### config.mk
export PLATFORM = sky130hd
export DESIGN_NAME = voxel_octree_color_pyramid
export DESIGN_NICKNAME = d
export VERILOG_FILES = /design/src/rtl/vocp_pkg.sv /design/src/rtl/vocp_ctrl.sv /design/src/rtl/vocp_divider.sv /design/src/rtl/vocp_datapath.sv /design/src/rtl/voxel_octree_color_pyramid.sv
export VERILOG_INCLUDE_DIRS = /design/src /design/src/rtl
export SDC_FILE = /design/constraint.sdc
export NUM_CORES = 1
export LEC_CHECK = 0
export BUFFER_PORTS_ARGS = -buffer_cell sky130_fd_sc_hd__buf_2
export CORE_MARGIN = 10
export CORE_UTILIZATION = 69
export CTS_CLUSTER_SIZE = 14
export DETAILED_ROUTE_END_ITERATION = 12
export PLACE_DENSITY = 0.95
export RECOVER_POWER = 100
export SLEW_MARGIN = 20
export SYNTH_ARGS = -nofsm -noshare
export SYNTH_HDL_FRONTEND = slang
export SYNTH_SLANG_ARGS = --single-unit
### constraint.sdc
create_clock -name i_clk -period 8.3 [get_ports i_clk]
set_clock_uncertainty 0.1 [all_clocks]
set_input_delay 0.415 -clock i_clk [delete_from_list [all_inputs] [get_ports i_clk]]
set_output_delay 0.415 -clock i_clk [all_outputs]
set_load 0.005 [all_outputs]
### src/rtl/voxel_octree_color_pyramid_defines.svh
// Assertion shorthands shared by the files that check their own logic.
`ifndef VOXEL_OCTREE_COLOR_PYRAMID_DEFINES_SVH
`define VOXEL_OCTREE_COLOR_PYRAMID_DEFINES_SVH

// Consequent must hold in the same cycle as the antecedent.
`define VOCP_ASSERT_NOW(label, clk, rst_n, ante, cons, msg) \
    label: assert property (@(posedge clk) disable iff (!rst_n) (ante) |-> (cons)) \
        else $error(msg);

// Consequent must hold in the cycle after the antecedent.
`define VOCP_ASSERT_NEXT(label, clk, rst_n, ante, cons, msg) \
    label: assert property (@(posedge clk) disable iff (!rst_n) (ante) |=> (cons)) \
        else $error(msg);

`endif

### src/rtl/vocp_pkg.sv
`timescale 1ns / 1ps

package vocp_pkg;

    localparam int LEVEL_W     = 4;
    localparam int INDEX_W     = 21;
    localparam int CHAN_W      = 8;
    localparam int COLOR_W     = 3 * CHAN_W;
    localparam int SUM_W       = 11;
    localparam int CNT_W       = 4;
    localparam int WORD_W      = 32;
    localparam int DIV_STEPS   = SUM_W;
    localparam int STEP_W      = 4;
    localparam int OUT_FIELDS_W = LEVEL_W + INDEX_W + 1 + COLOR_W;
    localparam int OUT_TDATA_W = ((OUT_FIELDS_W + 7) / 8) * 8;
    localparam logic [2:0] DIGIT_FULL = 3'b111;

    // Commands from the controller to the datapath.
    typedef struct packed {
        logic accept;
        logic div_start;
        logic emit;
        logic advance;
        logic next_level;
    } t_cmd;

    // Status from the datapath back to the controller.
    typedef struct packed {
        logic check_hit;
        logic div_done;
        logic emit_last;
        logic out_free;
    } t_status;

endpackage

### src/rtl/vocp_ctrl.sv
`timescale 1ns / 1ps

module vocp_ctrl (
    input  logic             i_clk,
    input  logic             i_rst_n,
    input  logic             i_in_valid,
    output logic             o_in_ready,
    input  vocp_pkg::t_status i_status,
    output vocp_pkg::t_cmd   o_cmd
);

    typedef enum logic [3:0] {
        ST_IDLE  = 4'b0001,
        ST_CHECK = 4'b0010,
        ST_DIV   = 4'b0100,
        ST_EMIT  = 4'b1000
    } t_state;

    t_state r_state, n_state;

    always_comb begin
        n_state    = r_state;
        o_cmd      = '0;
        o_in_ready = 1'b0;
        case (r_state)
            ST_IDLE: begin
                o_in_ready = 1'b1;
                if (i_in_valid) begin
                    o_cmd.accept = 1'b1;
                    n_state      = ST_CHECK;
                end
            end
            ST_CHECK: begin
                if (i_status.check_hit) begin
                    o_cmd.div_start = 1'b1;
                    n_state         = ST_DIV;
                end else begin
                    o_cmd.advance = 1'b1;
                    n_state       = ST_IDLE;
                end
            end
            ST_DIV: begin
                if (i_status.div_done) begin
                    n_state = ST_EMIT;
                end
            end
            ST_EMIT: begin
                // Hold the finished parent until the output register frees up.
                if (i_status.out_free) begin
                    o_cmd.emit = 1'b1;
                    if (i_status.emit_last) begin
                        o_cmd.advance = 1'b1;
                        n_state       = ST_IDLE;
                    end else begin
                        o_cmd.next_level = 1'b1;
                        n_state          = ST_CHECK;
                    end
                end
            end
            default: begin
                n_state = ST_IDLE;
            end
        endcase
    end

    always_ff @(posedge i_clk) begin
        if (!i_rst_n) begin
            r_state <= ST_IDLE;
        end else begin
            r_state <= n_state;
        end
    end

endmodule

### src/rtl/vocp_divider.sv
`timescale 1ns / 1ps

module vocp_divider (
    input  logic                          i_clk,
    input  logic                          i_rst_n,
    input  logic                          i_start,
    input  logic [vocp_pkg::SUM_W-1:0]    i_dividend,
    input  logic [vocp_pkg::CNT_W-1:0]    i_divisor,
    output logic                          o_done,
    output logic [vocp_pkg::CHAN_W-1:0]   o_quotient
);

    logic                          r_busy;
    logic                          r_done;
    logic [vocp_pkg::STEP_W-1:0]   r_step;
    logic [vocp_pkg::CNT_W-1:0]    r_rem;
    logic [vocp_pkg::CNT_W-1:0]    r_div;
    logic [vocp_pkg::SUM_W-1:0]    r_quo;
    logic [vocp_pkg::CNT_W:0]      trial;
    logic [vocp_pkg::CNT_W:0]      diff;
    logic                          fits;
    logic                          last_step;

    // Restoring division, one quotient bit per cycle. The dividend shifts
    // out of the top of r_quo while quotient bits shift in at the bottom.
    always_comb begin
        trial     = {r_rem, r_quo[vocp_pkg::SUM_W-1]};
        fits      = trial >= {1'b0, r_div};
        diff      = trial - {1'b0, r_div};
        last_step = r_step == vocp_pkg::STEP_W'(vocp_pkg::DIV_STEPS - 1);
    end

    always_ff @(posedge i_clk) begin
        if (!i_rst_n) begin
            r_busy <= 1'b0;
            r_done <= 1'b0;
            r_step <= '0;
        end else begin
            r_done <= r_busy && last_step;
            if (i_start) begin
                r_busy <= 1'b1;
                r_step <= '0;
            end else if (r_busy) begin
                r_step <= r_step + vocp_pkg::STEP_W'(1);
                if (last_step) begin
                    r_busy <= 1'b0;
                end
            end
        end
    end

    always_ff @(posedge i_clk) begin
        if (i_start) begin
            r_quo <= i_dividend;
            r_rem <= '0;
            r_div <= i_divisor;
        end else if (r_busy) begin
            r_rem <= fits ? diff[vocp_pkg::CNT_W-1:0] : trial[vocp_pkg::CNT_W-1:0];
            r_quo <= {r_quo[vocp_pkg::SUM_W-2:0], fits};
        end
    end

    assign o_done     = r_done;
    assign o_quotient = r_quo[vocp_pkg::CHAN_W-1:0];

endmodule

### src/rtl/vocp_datapath.sv
`timescale 1ns / 1ps

module vocp_datapath #(
    parameter int MAX_LEVELS = 8
) (
    input  logic                              i_clk,
    input  logic                              i_rst_n,
    input  vocp_pkg::t_cmd                    i_cmd,
    output vocp_pkg::t_status                 o_status,
    input  logic                              i_cfg_we,
    input  logic [vocp_pkg::LEVEL_W-1:0]      i_cfg_wdata,
    input  logic [vocp_pkg::WORD_W-1:0]       i_word,
    input  logic                              i_m_tready,
    output logic                              o_m_tvalid,
    output logic [vocp_pkg::OUT_TDATA_W-1:0]  o_m_tdata,
    output logic                              o_m_tuser,
    output logic                              o_m_tlast
);

    localparam int POS_W = 3 * MAX_LEVELS;
    localparam int LW    = vocp_pkg::LEVEL_W;
    localparam int SW    = vocp_pkg::SUM_W;
    localparam int CW    = vocp_pkg::CNT_W;
    localparam int HW    = vocp_pkg::CHAN_W;

    logic [LW-1:0]    r_levels;
    logic [LW-1:0]    lv_eff;
    logic [5:0]       lv_x3;
    logic [POS_W-1:0] r_pos;
    logic [POS_W-1:0] pos_inc;
    logic [POS_W-1:0] pos_mask;
    logic [POS_W+2:0] pos_ext;
    logic [LW-1:0]    r_k;

    logic [SW-1:0] r_red   [MAX_LEVELS];
    logic [SW-1:0] r_green [MAX_LEVELS];
    logic [SW-1:0] r_blue  [MAX_LEVELS];
    logic [CW-1:0] r_cnt   [MAX_LEVELS];
    logic [SW-1:0] n_red   [MAX_LEVELS];
    logic [SW-1:0] n_green [MAX_LEVELS];
    logic [SW-1:0] n_blue  [MAX_LEVELS];
    logic [CW-1:0] n_cnt   [MAX_LEVELS];

    logic [SW-1:0]                     sel_red, sel_green, sel_blue;
    logic [CW-1:0]                     sel_cnt;
    logic [2:0]                        digit_cur, digit_up;
    logic [vocp_pkg::INDEX_W-1:0]      node_index;
    logic [HW-1:0]                     q_red, q_green, q_blue;
    logic [2:0]                        div_done_vec;
    logic                              occ;
    logic [vocp_pkg::COLOR_W-1:0]      color;
    logic                              push_up;
    logic                              voxel_occ;

    logic                              r_out_valid;
    logic [LW-1:0]                     r_out_level;
    logic [vocp_pkg::INDEX_W-1:0]      r_out_index;
    logic                              r_out_occ;
    logic [vocp_pkg::COLOR_W-1:0]      r_out_color;
    logic                              r_out_root;
    logic                              r_out_last;

    // A level count of zero acts as one, and counts above the build limit clamp.
    always_comb begin
        if (r_levels == '0) begin
            lv_eff = LW'(1);
        end else if (r_levels > LW'(MAX_LEVELS)) begin
            lv_eff = LW'(MAX_LEVELS);
        end else begin
            lv_eff = r_levels;
        end
        lv_x3   = {2'b00, lv_eff} + {1'b0, lv_eff, 1'b0};
        pos_inc = r_pos + POS_W'(1);
        for (int i = 0; i < POS_W; i++) begin
            pos_mask[i] = 6'(i) < lv_x3;
        end
        pos_ext = {3'b000, r_pos};
    end

    // Pick the level that the controller is working on.
    always_comb begin
        sel_red    = '0;
        sel_green  = '0;
        sel_blue   = '0;
        sel_cnt    = '0;
        digit_cur  = '0;
        digit_up   = '0;
        node_index = '0;
        for (int j = 0; j < MAX_LEVELS; j++) begin
            if (r_k == LW'(j + 1)) begin
                sel_red    = r_red[j];
                sel_green  = r_green[j];
                sel_blue   = r_blue[j];
                sel_cnt    = r_cnt[j];
                digit_cur  = pos_ext[3*j +: 3];
                digit_up   = pos_ext[3*(j+1) +: 3];
                node_index = vocp_pkg::INDEX_W'(r_pos >> (3 * (j + 1)));
            end
        end
    end

    vocp_divider u_div_red (
        .i_clk      (i_clk),
        .i_rst_n    (i_rst_n),
        .i_start    (i_cmd.div_start),
        .i_dividend (sel_red),
        .i_divisor  (sel_cnt),
        .o_done     (div_done_vec[0]),
        .o_quotient (q_red)
    );

    vocp_divider u_div_green (
        .i_clk      (i_clk),
        .i_rst_n    (i_rst_n),
        .i_start    (i_cmd.div_start),
        .i_dividend (sel_green),
        .i_divisor  (sel_cnt),
        .o_done     (div_done_vec[1]),
        .o_quotient (q_green)
    );

    vocp_divider u_div_blue (
        .i_clk      (i_clk),
        .i_rst_n    (i_rst_n),
        .i_start    (i_cmd.div_start),
        .i_dividend (sel_blue),
        .i_divisor  (sel_cnt),
        .o_done     (div_done_vec[2]),
        .o_quotient (q_blue)
    );

    always_comb begin
        occ       = sel_cnt != '0;
        color     = occ ? {q_red, q_green, q_blue} : '0;
        push_up   = i_cmd.emit && (r_k < lv_eff) && occ;
        voxel_occ = i_cmd.accept && (i_word != '0);

        o_status.check_hit = (r_k <= lv_eff) && (digit_cur == vocp_pkg::DIGIT_FULL);
        o_status.emit_last = (r_k == lv_eff) || (digit_up != vocp_pkg::DIGIT_FULL);
        o_status.div_done  = &div_done_vec;
        o_status.out_free  = !r_out_valid || i_m_tready;
    end

    // Each level's accumulator: cleared when its parent is emitted, fed by the
    // parent finished one level below, and level one is fed by the voxels.
    always_comb begin
        for (int j = 0; j < MAX_LEVELS; j++) begin
            n_red[j]   = r_red[j];
            n_green[j] = r_green[j];
            n_blue[j]  = r_blue[j];
            n_cnt[j]   = r_cnt[j];
            if (i_cmd.emit && r_k == LW'(j + 1)) begin
                n_red[j]   = '0;
                n_green[j] = '0;
                n_blue[j]  = '0;
                n_cnt[j]   = '0;
            end
            if (push_up && r_k == LW'(j)) begin
                n_red[j]   = r_red[j] + SW'(color[3*HW-1:2*HW]);
                n_green[j] = r_green[j] + SW'(color[2*HW-1:HW]);
                n_blue[j]  = r_blue[j] + SW'(color[HW-1:0]);
                n_cnt[j]   = r_cnt[j] + CW'(1);
            end
            if (j == 0 && voxel_occ) begin
                n_red[j]   = r_red[j] + SW'(i_word[23:16]);
                n_green[j] = r_green[j] + SW'(i_word[15:8]);
                n_blue[j]  = r_blue[j] + SW'(i_word[7:0]);
                n_cnt[j]   = r_cnt[j] + CW'(1);
            end
        end
    end

    always_ff @(posedge i_clk) begin
        if (!i_rst_n) begin
            r_levels    <= LW'(8);
            r_pos       <= '0;
            r_k         <= LW'(1);
            r_out_valid <= 1'b0;
            for (int j = 0; j < MAX_LEVELS; j++) begin
                r_red[j]   <= '0;
                r_green[j] <= '0;
                r_blue[j]  <= '0;
                r_cnt[j]   <= '0;
            end
        end else begin
            if (i_cfg_we) begin
                // A new level count starts a fresh volume.
                r_levels <= i_cfg_wdata;
                r_pos    <= '0;
                for (int j = 0; j < MAX_LEVELS; j++) begin
                    r_red[j]   <= '0;
                    r_green[j] <= '0;
                    r_blue[j]  <= '0;
                    r_cnt[j]   <= '0;
                end
            end else begin
                if (i_cmd.advance) begin
                    r_pos <= pos_inc & pos_mask;
                end
                for (int j = 0; j < MAX_LEVELS; j++) begin
                    r_red[j]   <= n_red[j];
                    r_green[j] <= n_green[j];
                    r_blue[j]  <= n_blue[j];
                    r_cnt[j]   <= n_cnt[j];
                end
            end
            if (i_cmd.accept) begin
                r_k <= LW'(1);
            end else if (i_cmd.next_level) begin
                r_k <= r_k + LW'(1);
            end
            if (i_cmd.emit) begin
                r_out_valid <= 1'b1;
            end else if (i_m_tready) begin
                r_out_valid <= 1'b0;
            end
        end
    end

    always_ff @(posedge i_clk) begin
        if (i_cmd.emit) begin
            r_out_level <= r_k;
            r_out_index <= node_index;
            r_out_occ   <= occ;
            r_out_color <= color;
            r_out_root  <= r_k == lv_eff;
            r_out_last  <= o_status.emit_last;
        end
    end

    assign o_m_tvalid = r_out_valid;
    assign o_m_tdata  = {{(vocp_pkg::OUT_TDATA_W - vocp_pkg::OUT_FIELDS_W){1'b0}},
                         r_out_color, r_out_occ, r_out_index, r_out_level};
    assign o_m_tuser  = r_out_root;
    assign o_m_tlast  = r_out_last;

endmodule

### src/rtl/voxel_octree_color_pyramid.sv
// Builds a color pyramid over a dense voxel cube streamed in Morton order.
// Slave stream: one 32-bit voxel word per transfer; a nonzero word is occupied.
// Master stream: one word per completed parent node, lowest level first;
// tlast marks the final parent caused by a voxel, tuser marks the root.
// Configuration: i_cfg_we writes the level count and restarts the volume.
// Sequence: a voxel that completes no group passes through accept and
// check only. Each parent that it completes is divided in the three-lane
// restoring divider (11 quotient steps and a done flag) and then waits to
// load the output register; each further parent needs its own check first.
// Reset sets the level count to 8 and clears the position and all level sums.
// The output register holds a word while the receiver stalls; a following
// parent waits behind it, and a new voxel may be accepted while the last
// word of the previous run is still waiting to be taken.
`timescale 1ns / 1ps
`include "voxel_octree_color_pyramid_defines.svh"

module voxel_octree_color_pyramid #(
    parameter int MAX_LEVELS = 8
) (
    input  logic                              i_clk,
    input  logic                              i_rst_n,
    input  logic                              i_s_tvalid,
    output logic                              o_s_tready,
    // tdata: voxel_word[31:0]
    input  logic [vocp_pkg::WORD_W-1:0]       i_s_tdata,
    output logic                              o_m_tvalid,
    input  logic                              i_m_tready,
    // tdata: node_level[3:0], node_index[24:4], node_occupied[25],
    // node_color[49:26], zero fill above
    output logic [vocp_pkg::OUT_TDATA_W-1:0]  o_m_tdata,
    // tuser: is_root[0]
    output logic                              o_m_tuser,
    output logic                              o_m_tlast,
    input  logic                              i_cfg_we,
    input  logic [vocp_pkg::LEVEL_W-1:0]      i_cfg_wdata
);

    vocp_pkg::t_cmd    w_cmd;
    vocp_pkg::t_status w_status;

    vocp_ctrl u_ctrl (
        .i_clk      (i_clk),
        .i_rst_n    (i_rst_n),
        .i_in_valid (i_s_tvalid),
        .o_in_ready (o_s_tready),
        .i_status   (w_status),
        .o_cmd      (w_cmd)
    );

    vocp_datapath #(
        .MAX_LEVELS (MAX_LEVELS)
    ) u_datapath (
        .i_clk       (i_clk),
        .i_rst_n     (i_rst_n),
        .i_cmd       (w_cmd),
        .o_status    (w_status),
        .i_cfg_we    (i_cfg_we),
        .i_cfg_wdata (i_cfg_wdata),
        .i_word      (i_s_tdata),
        .i_m_tready  (i_m_tready),
        .o_m_tvalid  (o_m_tvalid),
        .o_m_tdata   (o_m_tdata),
        .o_m_tuser   (o_m_tuser),
        .o_m_tlast   (o_m_tlast)
    );

    `VOCP_ASSERT_NOW(a_emit_into_free_slot, i_clk, i_rst_n, w_cmd.emit, w_status.out_free, "parent loaded over a word not yet taken")
    `VOCP_ASSERT_NEXT(a_accept_then_busy, i_clk, i_rst_n, i_s_tvalid && o_s_tready, !o_s_tready, "voxel accepted twice in a row")
    `VOCP_ASSERT_NOW(a_root_ends_run, i_clk, i_rst_n, o_m_tvalid && o_m_tuser, o_m_tlast, "root word not marked last")

endmodule

Yosys cells after proc, flatten, opt, wreduce, memory -nomap -nowiden:

Memories as Yosys holds them, arrays and structs flattened.
Cells that the tools add are included.

* register bits: 156
* memory bits (writable): 296
* bits of input ports: 41
* output and inout port bits: 60
* word-level logic and storage cells: 479
* memories: 4

* add/sub/neg operators: 44
* order comparisons: 30
* eq/ne operators: 21
* multiplexer cells: 235
* bitwise gates (word level): 67
* reductions and logical operators: 45

Memories
* u_datapath.r_blue: words 8, bits a word 11, rd ports 8, clocked after Yosys merged registers in 0, wr ports 8, RTL line vocp_datapath.sv:37 `logic [SW-1:0] r_blue [MAX_LEVELS];`
* u_datapath.r_green: words 8, bits a word 11, rd ports 8, clocked after Yosys merged registers in 0, wr ports 8, RTL line vocp_datapath.sv:36 `logic [SW-1:0] r_green [MAX_LEVELS];`
* u_datapath.r_red: words 8, bits a word 11, rd ports 8, clocked after Yosys merged registers in 0, wr ports 8, RTL line vocp_datapath.sv:35 `logic [SW-1:0] r_red [MAX_LEVELS];`
* u_datapath.r_cnt: words 8, bits a word 4, rd ports 8, clocked after Yosys merged registers in 0, wr ports 8, RTL line vocp_datapath.sv:38 `logic [CW-1:0] r_cnt [MAX_LEVELS];`

Operator list (count)
* $mux 11: 129
* $add 11x8->11: 27
* $mux 4: 49
* $or 1x1->1: 64
* $mux 3: 19
* $add 4x1->4 const B: 12
* $lt 4x6->1 const A: 8
* $lt 5x6->1 const A: 8
* $mux 18: 2
* $reduce_bool 32->1: 1
* $mux 1: 28
* $add 24x1->24 const B: 1
* $and 24x24->24: 1
* $lt 3x6->1 const A: 4
* $mux 24: 1
* $logic_and 1x1->1: 23
* $eq 4x3->1 const B: 5
* $eq 4x4->1 const B: 5
* $pmux 4 s4: 1
* $ge 5x4->1: 3
* $mux 15: 1
* $eq 4x2->1 const B: 3
* $lt 1x6->1 const A: 2
* $lt 2x6->1 const A: 2
* 29 further kinds: 43

Depth between registers and ports, before layout:

* depth in word-level cells: 20
* gate-level depth with buffers: 22
* depth with buffers taken out: 20

Hierarchy:

From an unflattened synthesis, not the netlist that was laid out.

* cell total of the unflattened synthesis: 3066
* area, all modules: 30608.1 µm²

Modules (own cells, without submodules)
* vocp_datapath: instances 1, cells an instance 2711, area an instance 26516.7 µm², seq. area each 10740.3 µm²
* vocp_divider: instances 3, cells an instance 105, area an instance 1252.5 µm², seq. area each 650.6 µm²
* vocp_ctrl: instances 1, cells an instance 40, area an instance 334.1 µm², seq. area each 80.1 µm²

Worst setup path before layout:

Ideal clock, no wire load.

* kind: reg2reg
* start point: register, netlist name u_ctrl.r_state[0]
* end point: memory u_datapath.r_blue[0][11] (netlist bit), enable pin
* setup time: 483 ps
* arrival: 5048 ps
* required time: 7717 ps
* slack: 2669 ps
* cell stages (with the launch flop): 8
* path buffers: 2
* clock period less this slack: 5631 ps
* cell sequence: dfxtp_1 clkbuf_1 nor4b_2 nand2b_1 clkbuf_1 inv_1 nand2_1 o21ai_0

RTL lines (RTL line)
* end: declaration: vocp_datapath.sv:37

==> flow_summary.html <==
<table>
<tr><th>Metric</th><th>Value</th></tr>
<tr><th colspan="2">Timing</th></tr>
<tr><td>Minimum clock period</td><td>7300 ps</td></tr>
<tr><td>Final-layout setup total negative slack</td><td>0 ps</td></tr>
<tr><td>RSZ-0062 raised after global routing</td><td>no</td></tr>
<tr><td>Final Hold Vio Count</td><td>0</td></tr>
<tr><td>Highest achievable clock rate</td><td>137 MHz</td></tr>
<tr><td>Pins over their slew limit</td><td>515</td></tr>
<tr><td>Normalized max-slew margin</td><td>-1.48</td></tr>
<tr><td>Ratio of final minimum period to clock period</td><td>0.880</td></tr>
<tr><td>Pin slew with the least headroom to its limit</td><td>3720 ps</td></tr>
<tr><td>Final setup violation count</td><td>0</td></tr>
<tr><th colspan="2">Floorplanning</th></tr>
<tr><td>I/O Pins</td><td>101</td></tr>
<tr><td>Die extent in x</td><td>228 microns</td></tr>
<tr><td>Die outline area</td><td>0.0522 sq mm</td></tr>
<tr><td>Floorplan row count</td><td>76</td></tr>
<tr><td>Initial standard-cell utilization of the core</td><td>0.697</td></tr>
<tr><td>Core box area</td><td>0.0430 sq mm</td></tr>
<tr><td>Die Y-Extent</td><td>228 microns</td></tr>
<tr><th colspan="2">Clock network</th></tr>
<tr><td>Post-cts gate resize count</td><td>0</td></tr>
<tr><td>CTS tree</td><td>built</td></tr>
<tr><td>Worst-Skew Late Latency</td><td>610 ps</td></tr>
<tr><td>Number of sinks driven by the clock tree</td><td>452</td></tr>
<tr><td>Clock buffer count from CTS</td><td>48</td></tr>
<tr><td>Clock input transition at the sequential cells of the worst setup and hold paths</td><td>70 ps</td></tr>
<tr><td>Post-CTS repair timing setup buffer count</td><td>0</td></tr>
<tr><td>Root buf cell</td><td>sky130_fd_sc_hd__clkbuf_16</td></tr>
<tr><td>Max H-tree Level</td><td>2</td></tr>
<tr><td>Maximum buffer depth of the clock tree</td><td>3</td></tr>
<tr><th colspan="2">Cells and area</th></tr>
<tr><td>Area grow syn2layout</td><td>8.06%</td></tr>
<tr><td>ANT cells</td><td>0</td></tr>
<tr><td>Final-stage net count</td><td>3,388</td></tr>
<tr><td>Layout cell share with drive strength beyond 1</td><td>0.0561</td></tr>
<tr><td>Number of fillers in the final layout</td><td>2,637</td></tr>
<tr><td>Final cell count without fillers</td><td>3,685</td></tr>
<tr><th colspan="2">Drt</th></tr>
<tr><td>DR vias/cell</td><td>7.16</td></tr>
<tr><td>Detailed-route wire length</td><td>89,400 microns</td></tr>
<tr><td>First-iteration detailed-routing DRC count</td><td>3,808</td></tr>
<tr><td>Via Count</td><td>26,400</td></tr>
<tr><td>Count of antenna-violating nets left after detailed routing</td><td>0</td></tr>
<tr><td>DRC viols</td><td>0</td></tr>
<tr><td>Initial DRT Pass Iterations</td><td>8</td></tr>
<tr><td>Avg WL per Cell</td><td>24.3 microns</td></tr>
<tr><th colspan="2">Logic synthesis</th></tr>
<tr><td>Average footprint of a synthesized cell</td><td>9.86 sq um</td></tr>
<tr><td>Top cell type's share of synthesized area</td><td>0.349</td></tr>
<tr><td>Flop and latch count out of synthesis</td><td>452</td></tr>
<tr><td>Fraction of the yosys area taken by sequential cells</td><td>0.418</td></tr>
<tr><td>Async set or reset register ratio after synthesis</td><td>0</td></tr>
<tr><td>Number of enable flip-flop cells after synthesis</td><td>348</td></tr>
<tr><td>Dominant register cell in the synthesized netlist</td><td>sky130_fd_sc_hd__edfxtp_1</td></tr>
<tr><td>Combined area of all synthesized cells</td><td>0.0300 sq mm</td></tr>
<tr><td>Synth area leader</td><td>sky130_fd_sc_hd__edfxtp_1</td></tr>
<tr><td>Number of distinct standard cells referenced by the synthesized netlist</td><td>84</td></tr>
<tr><td>Number of warnings printed during yosys synthesis</td><td>0</td></tr>
<tr><td>Most area-consuming cells after synthesis</td><td>sky130_fd_sc_hd__edfxtp_1 (35%), sky130_fd_sc_hd__ha_1 (11%), sky130_fd_sc_hd__dfxtp_1 (6.9%)</td></tr>
<tr><td>Most frequent cells after synthesis</td><td>sky130_fd_sc_hd__edfxtp_1 (348), sky130_fd_sc_hd__nor2_1 (308), sky130_fd_sc_hd__ha_1 (255), sky130_fd_sc_hd__a21oi_1 (213), sky130_fd_sc_hd__nand2_1 (190)</td></tr>
<tr><td>Most frequently used cell type in the post-synthesis netlist</td><td>sky130_fd_sc_hd__edfxtp_1</td></tr>
<tr><td>Count of mapped cells out of synthesis</td><td>3,040</td></tr>
<tr><th colspan="2">GRT</th></tr>
<tr><td>Maximum number of pins on one net before global-route repair</td><td>86</td></tr>
<tr><td>Overall global routing resource usage</td><td>0.329</td></tr>
<tr><td>Leftover overflow at the end of global routing</td><td>0</td></tr>
<tr><td>Number of global-route vias before repair</td><td>26,600</td></tr>
<tr><td>Initial antenna violation count</td><td>0</td></tr>
<tr><td>Wire length of the first global-routing pass</td><td>140,000 microns</td></tr>
<tr><th colspan="2">Power</th></tr>
<tr><td>Reported leakage power</td><td>12.8 nW</td></tr>
<tr><td>Final total power</td><td>5.75 mW</td></tr>
<tr><td>Peak supply drop</td><td>0.000256 V</td></tr>
<tr><td>Power per standard cell area</td><td>178 mW/mm^2</td></tr>
<tr><th colspan="2">Placement</th></tr>
<tr><td>Number of placed cells counting well taps</td><td>3,593</td></tr>
<tr><td>Routability congestion estimate from global placement</td><td>0.948</td></tr>
<tr><td>Sum of net half-perimeters after detailed placement</td><td>57,500 microns</td></tr>
<tr><td>Number of buffers added on ports</td><td>94</td></tr>
<tr><th colspan="2">Worst setup path</th></tr>
<tr><td>Worst setup path class</td><td>reg2reg</td></tr>
<tr><td>Register-to-register setup slack</td><td>1000 ps</td></tr>
<tr><td>Worst setup EP type</td><td>register</td></tr>
<tr><td>Slowest stage delay, CP</td><td>2040 ps</td></tr>
<tr><td>Critical path, cell by cell</td><td>nor2b_1, a32oi_1, o21ai_0, nor4_1, nor4_1, clkbuf_1, nand2_1, buf_4, nor3_1</td></tr>
<tr><td>Crit path DAT</td><td>7640 ps</td></tr>
<tr><td>Crit path max fanout</td><td>32</td></tr>
<tr><td>Standard cell with the maximum stage delay on the critical path</td><td>sky130_fd_sc_hd__nor4_1</td></tr>
<tr><td>Most common cell type on the critical path</td><td>sky130_fd_sc_hd__nor4_1</td></tr>
<tr><td>Startpoint class of the critical path</td><td>register</td></tr>
<tr><td>Required time worst endpoint</td><td>8640 ps</td></tr>
<tr><th colspan="2">Min path</th></tr>
<tr><td>Class of the tightest hold or removal check</td><td>in2reg</td></tr>
<tr><th colspan="2">Run status</th></tr>
<tr><td>Result of the run</td><td>finished, violations left</td></tr>
<tr><td>Violated checks</td><td>capacitance limit, slew limit</td></tr>
<tr><th colspan="2">Run</th></tr>
<tr><td>Maxcap violations</td><td>15</td></tr>
</table>
-- path summary, 6_finish.rpt --
path / startpoint / end / cells past startpoint
max: u_datapath.r_k[2]$_SDFFE_PP0P_ / u_datapath.r_blue[0][68]$_SDFFCE_PN0P_ / 9
min: i_cfg_wdata[0] / u_datapath.r_levels[0]$_SDFFE_PN0P_ / 3
max reg2reg: u_datapath.r_k[2]$_SDFFE_PP0P_ / u_datapath.r_blue[0][68]$_SDFFCE_PN0P_ / 9
min reg2reg: u_datapath.u_div_blue.r_rem[3]$_SDFFE_PP0P_ / u_datapath.u_div_blue.r_rem[3]$_SDFFE_PP0P_ / 2
-- layout make-up --
class	instances	area, sq um	share of cell area
Clock inverter	21	287	0.00885
Clock buffer	68	1400	0.0432
Timing Repair Buffer	132	661	0.0204
Inverter	119	447	0.0138
Tap cell	585	732	0.0226
Multi-Input combinational cell	2308	16300	0.504
Sequential cell	452	12500	0.387
-- layer usage --
layer	vias up	wire (microns)	GRT usage
met5	-	0	0
met4	0	6960	0.221
met3	596	9720	0.0700
met2	2040	42400	0.553
met1	12400	30300	0.372
li1	11300	-	-
-- where the power goes --
group	switching, mW	total, mW	internal (mW)	leakage, nW
clock network	0.956	2.35	1.39	0.831
logic	0.519	0.816	0.297	7.46
registers	0.0827	2.59	2.50	4.49
-- flip-flops by register name (all words and copies together), names as in the netlist, 21 cells and up --
register	count
u_datapath.r_out_index	21
u_datapath.r_out_color	24
u_datapath.r_green	88
u_datapath.r_cnt	32
u_datapath.r_pos	24
u_datapath.r_blue	88
u_datapath.r_red	88
-- through the flow --
step                utilization  worst slack [ps]  area [sq um]  hold slack (ps)
floorplan                     -              2670         30000              345
global placement          0.717              2370         30800              354
detailed placement        0.717              2070         30800              369
CTS                       0.757              1890         32500             5.42
global route              0.753               820         32400             21.0
finish                    0.753               998         32400             15.1
-- repair_timing --
action                     4_1_cts  5_1_grt
hold buffers                     2        0
setup endpoints to repair        0        0
hold endpoints to repair         2        0
-- worst max-delay path: cells and delay by family (launching register included) --
| family | cells | cell delay [ps] |
|---|---|---|
| and+or+nand+nor | 5 | 3900 |
| AOI/OAI and AO/OA | 2 | 440 |
| buffers and inverters | 2 | 1760 |
| DFF | 1 | 900 |
-- logic make-up after synthesis --
group,count (synthesis),share of synthesized area
fa+ha+maj,286,0.127
flops,452,0.418
buf+inv,285,0.0397
compound gates,917,0.205
other cells,1,0.000125
mux,27,0.00906
simple gates,842,0.133
xor+xnor,230,0.0672
-- cell usage in the layout, fill, tap and decap left out, types with 55 or more instances in the layout --
cell,n
sky130_fd_sc_hd__edfxtp_1,348
sky130_fd_sc_hd__inv_1,116
sky130_fd_sc_hd__nand2_1,186
sky130_fd_sc_hd__clkbuf_1,74
sky130_fd_sc_hd__dfxtp_1,104
sky130_fd_sc_hd__a22oi_1,120
sky130_fd_sc_hd__a21o_1,55
sky130_fd_sc_hd__o21ai_0,153
sky130_fd_sc_hd__nor2_1,307
sky130_fd_sc_hd__o21bai_1,62
sky130_fd_sc_hd__a21oi_1,213
sky130_fd_sc_hd__xor2_1,106
sky130_fd_sc_hd__xnor2_1,124
sky130_fd_sc_hd__ha_1,255
sky130_fd_sc_hd__nand3_1,82
Power figures use the tool's default switching activity.
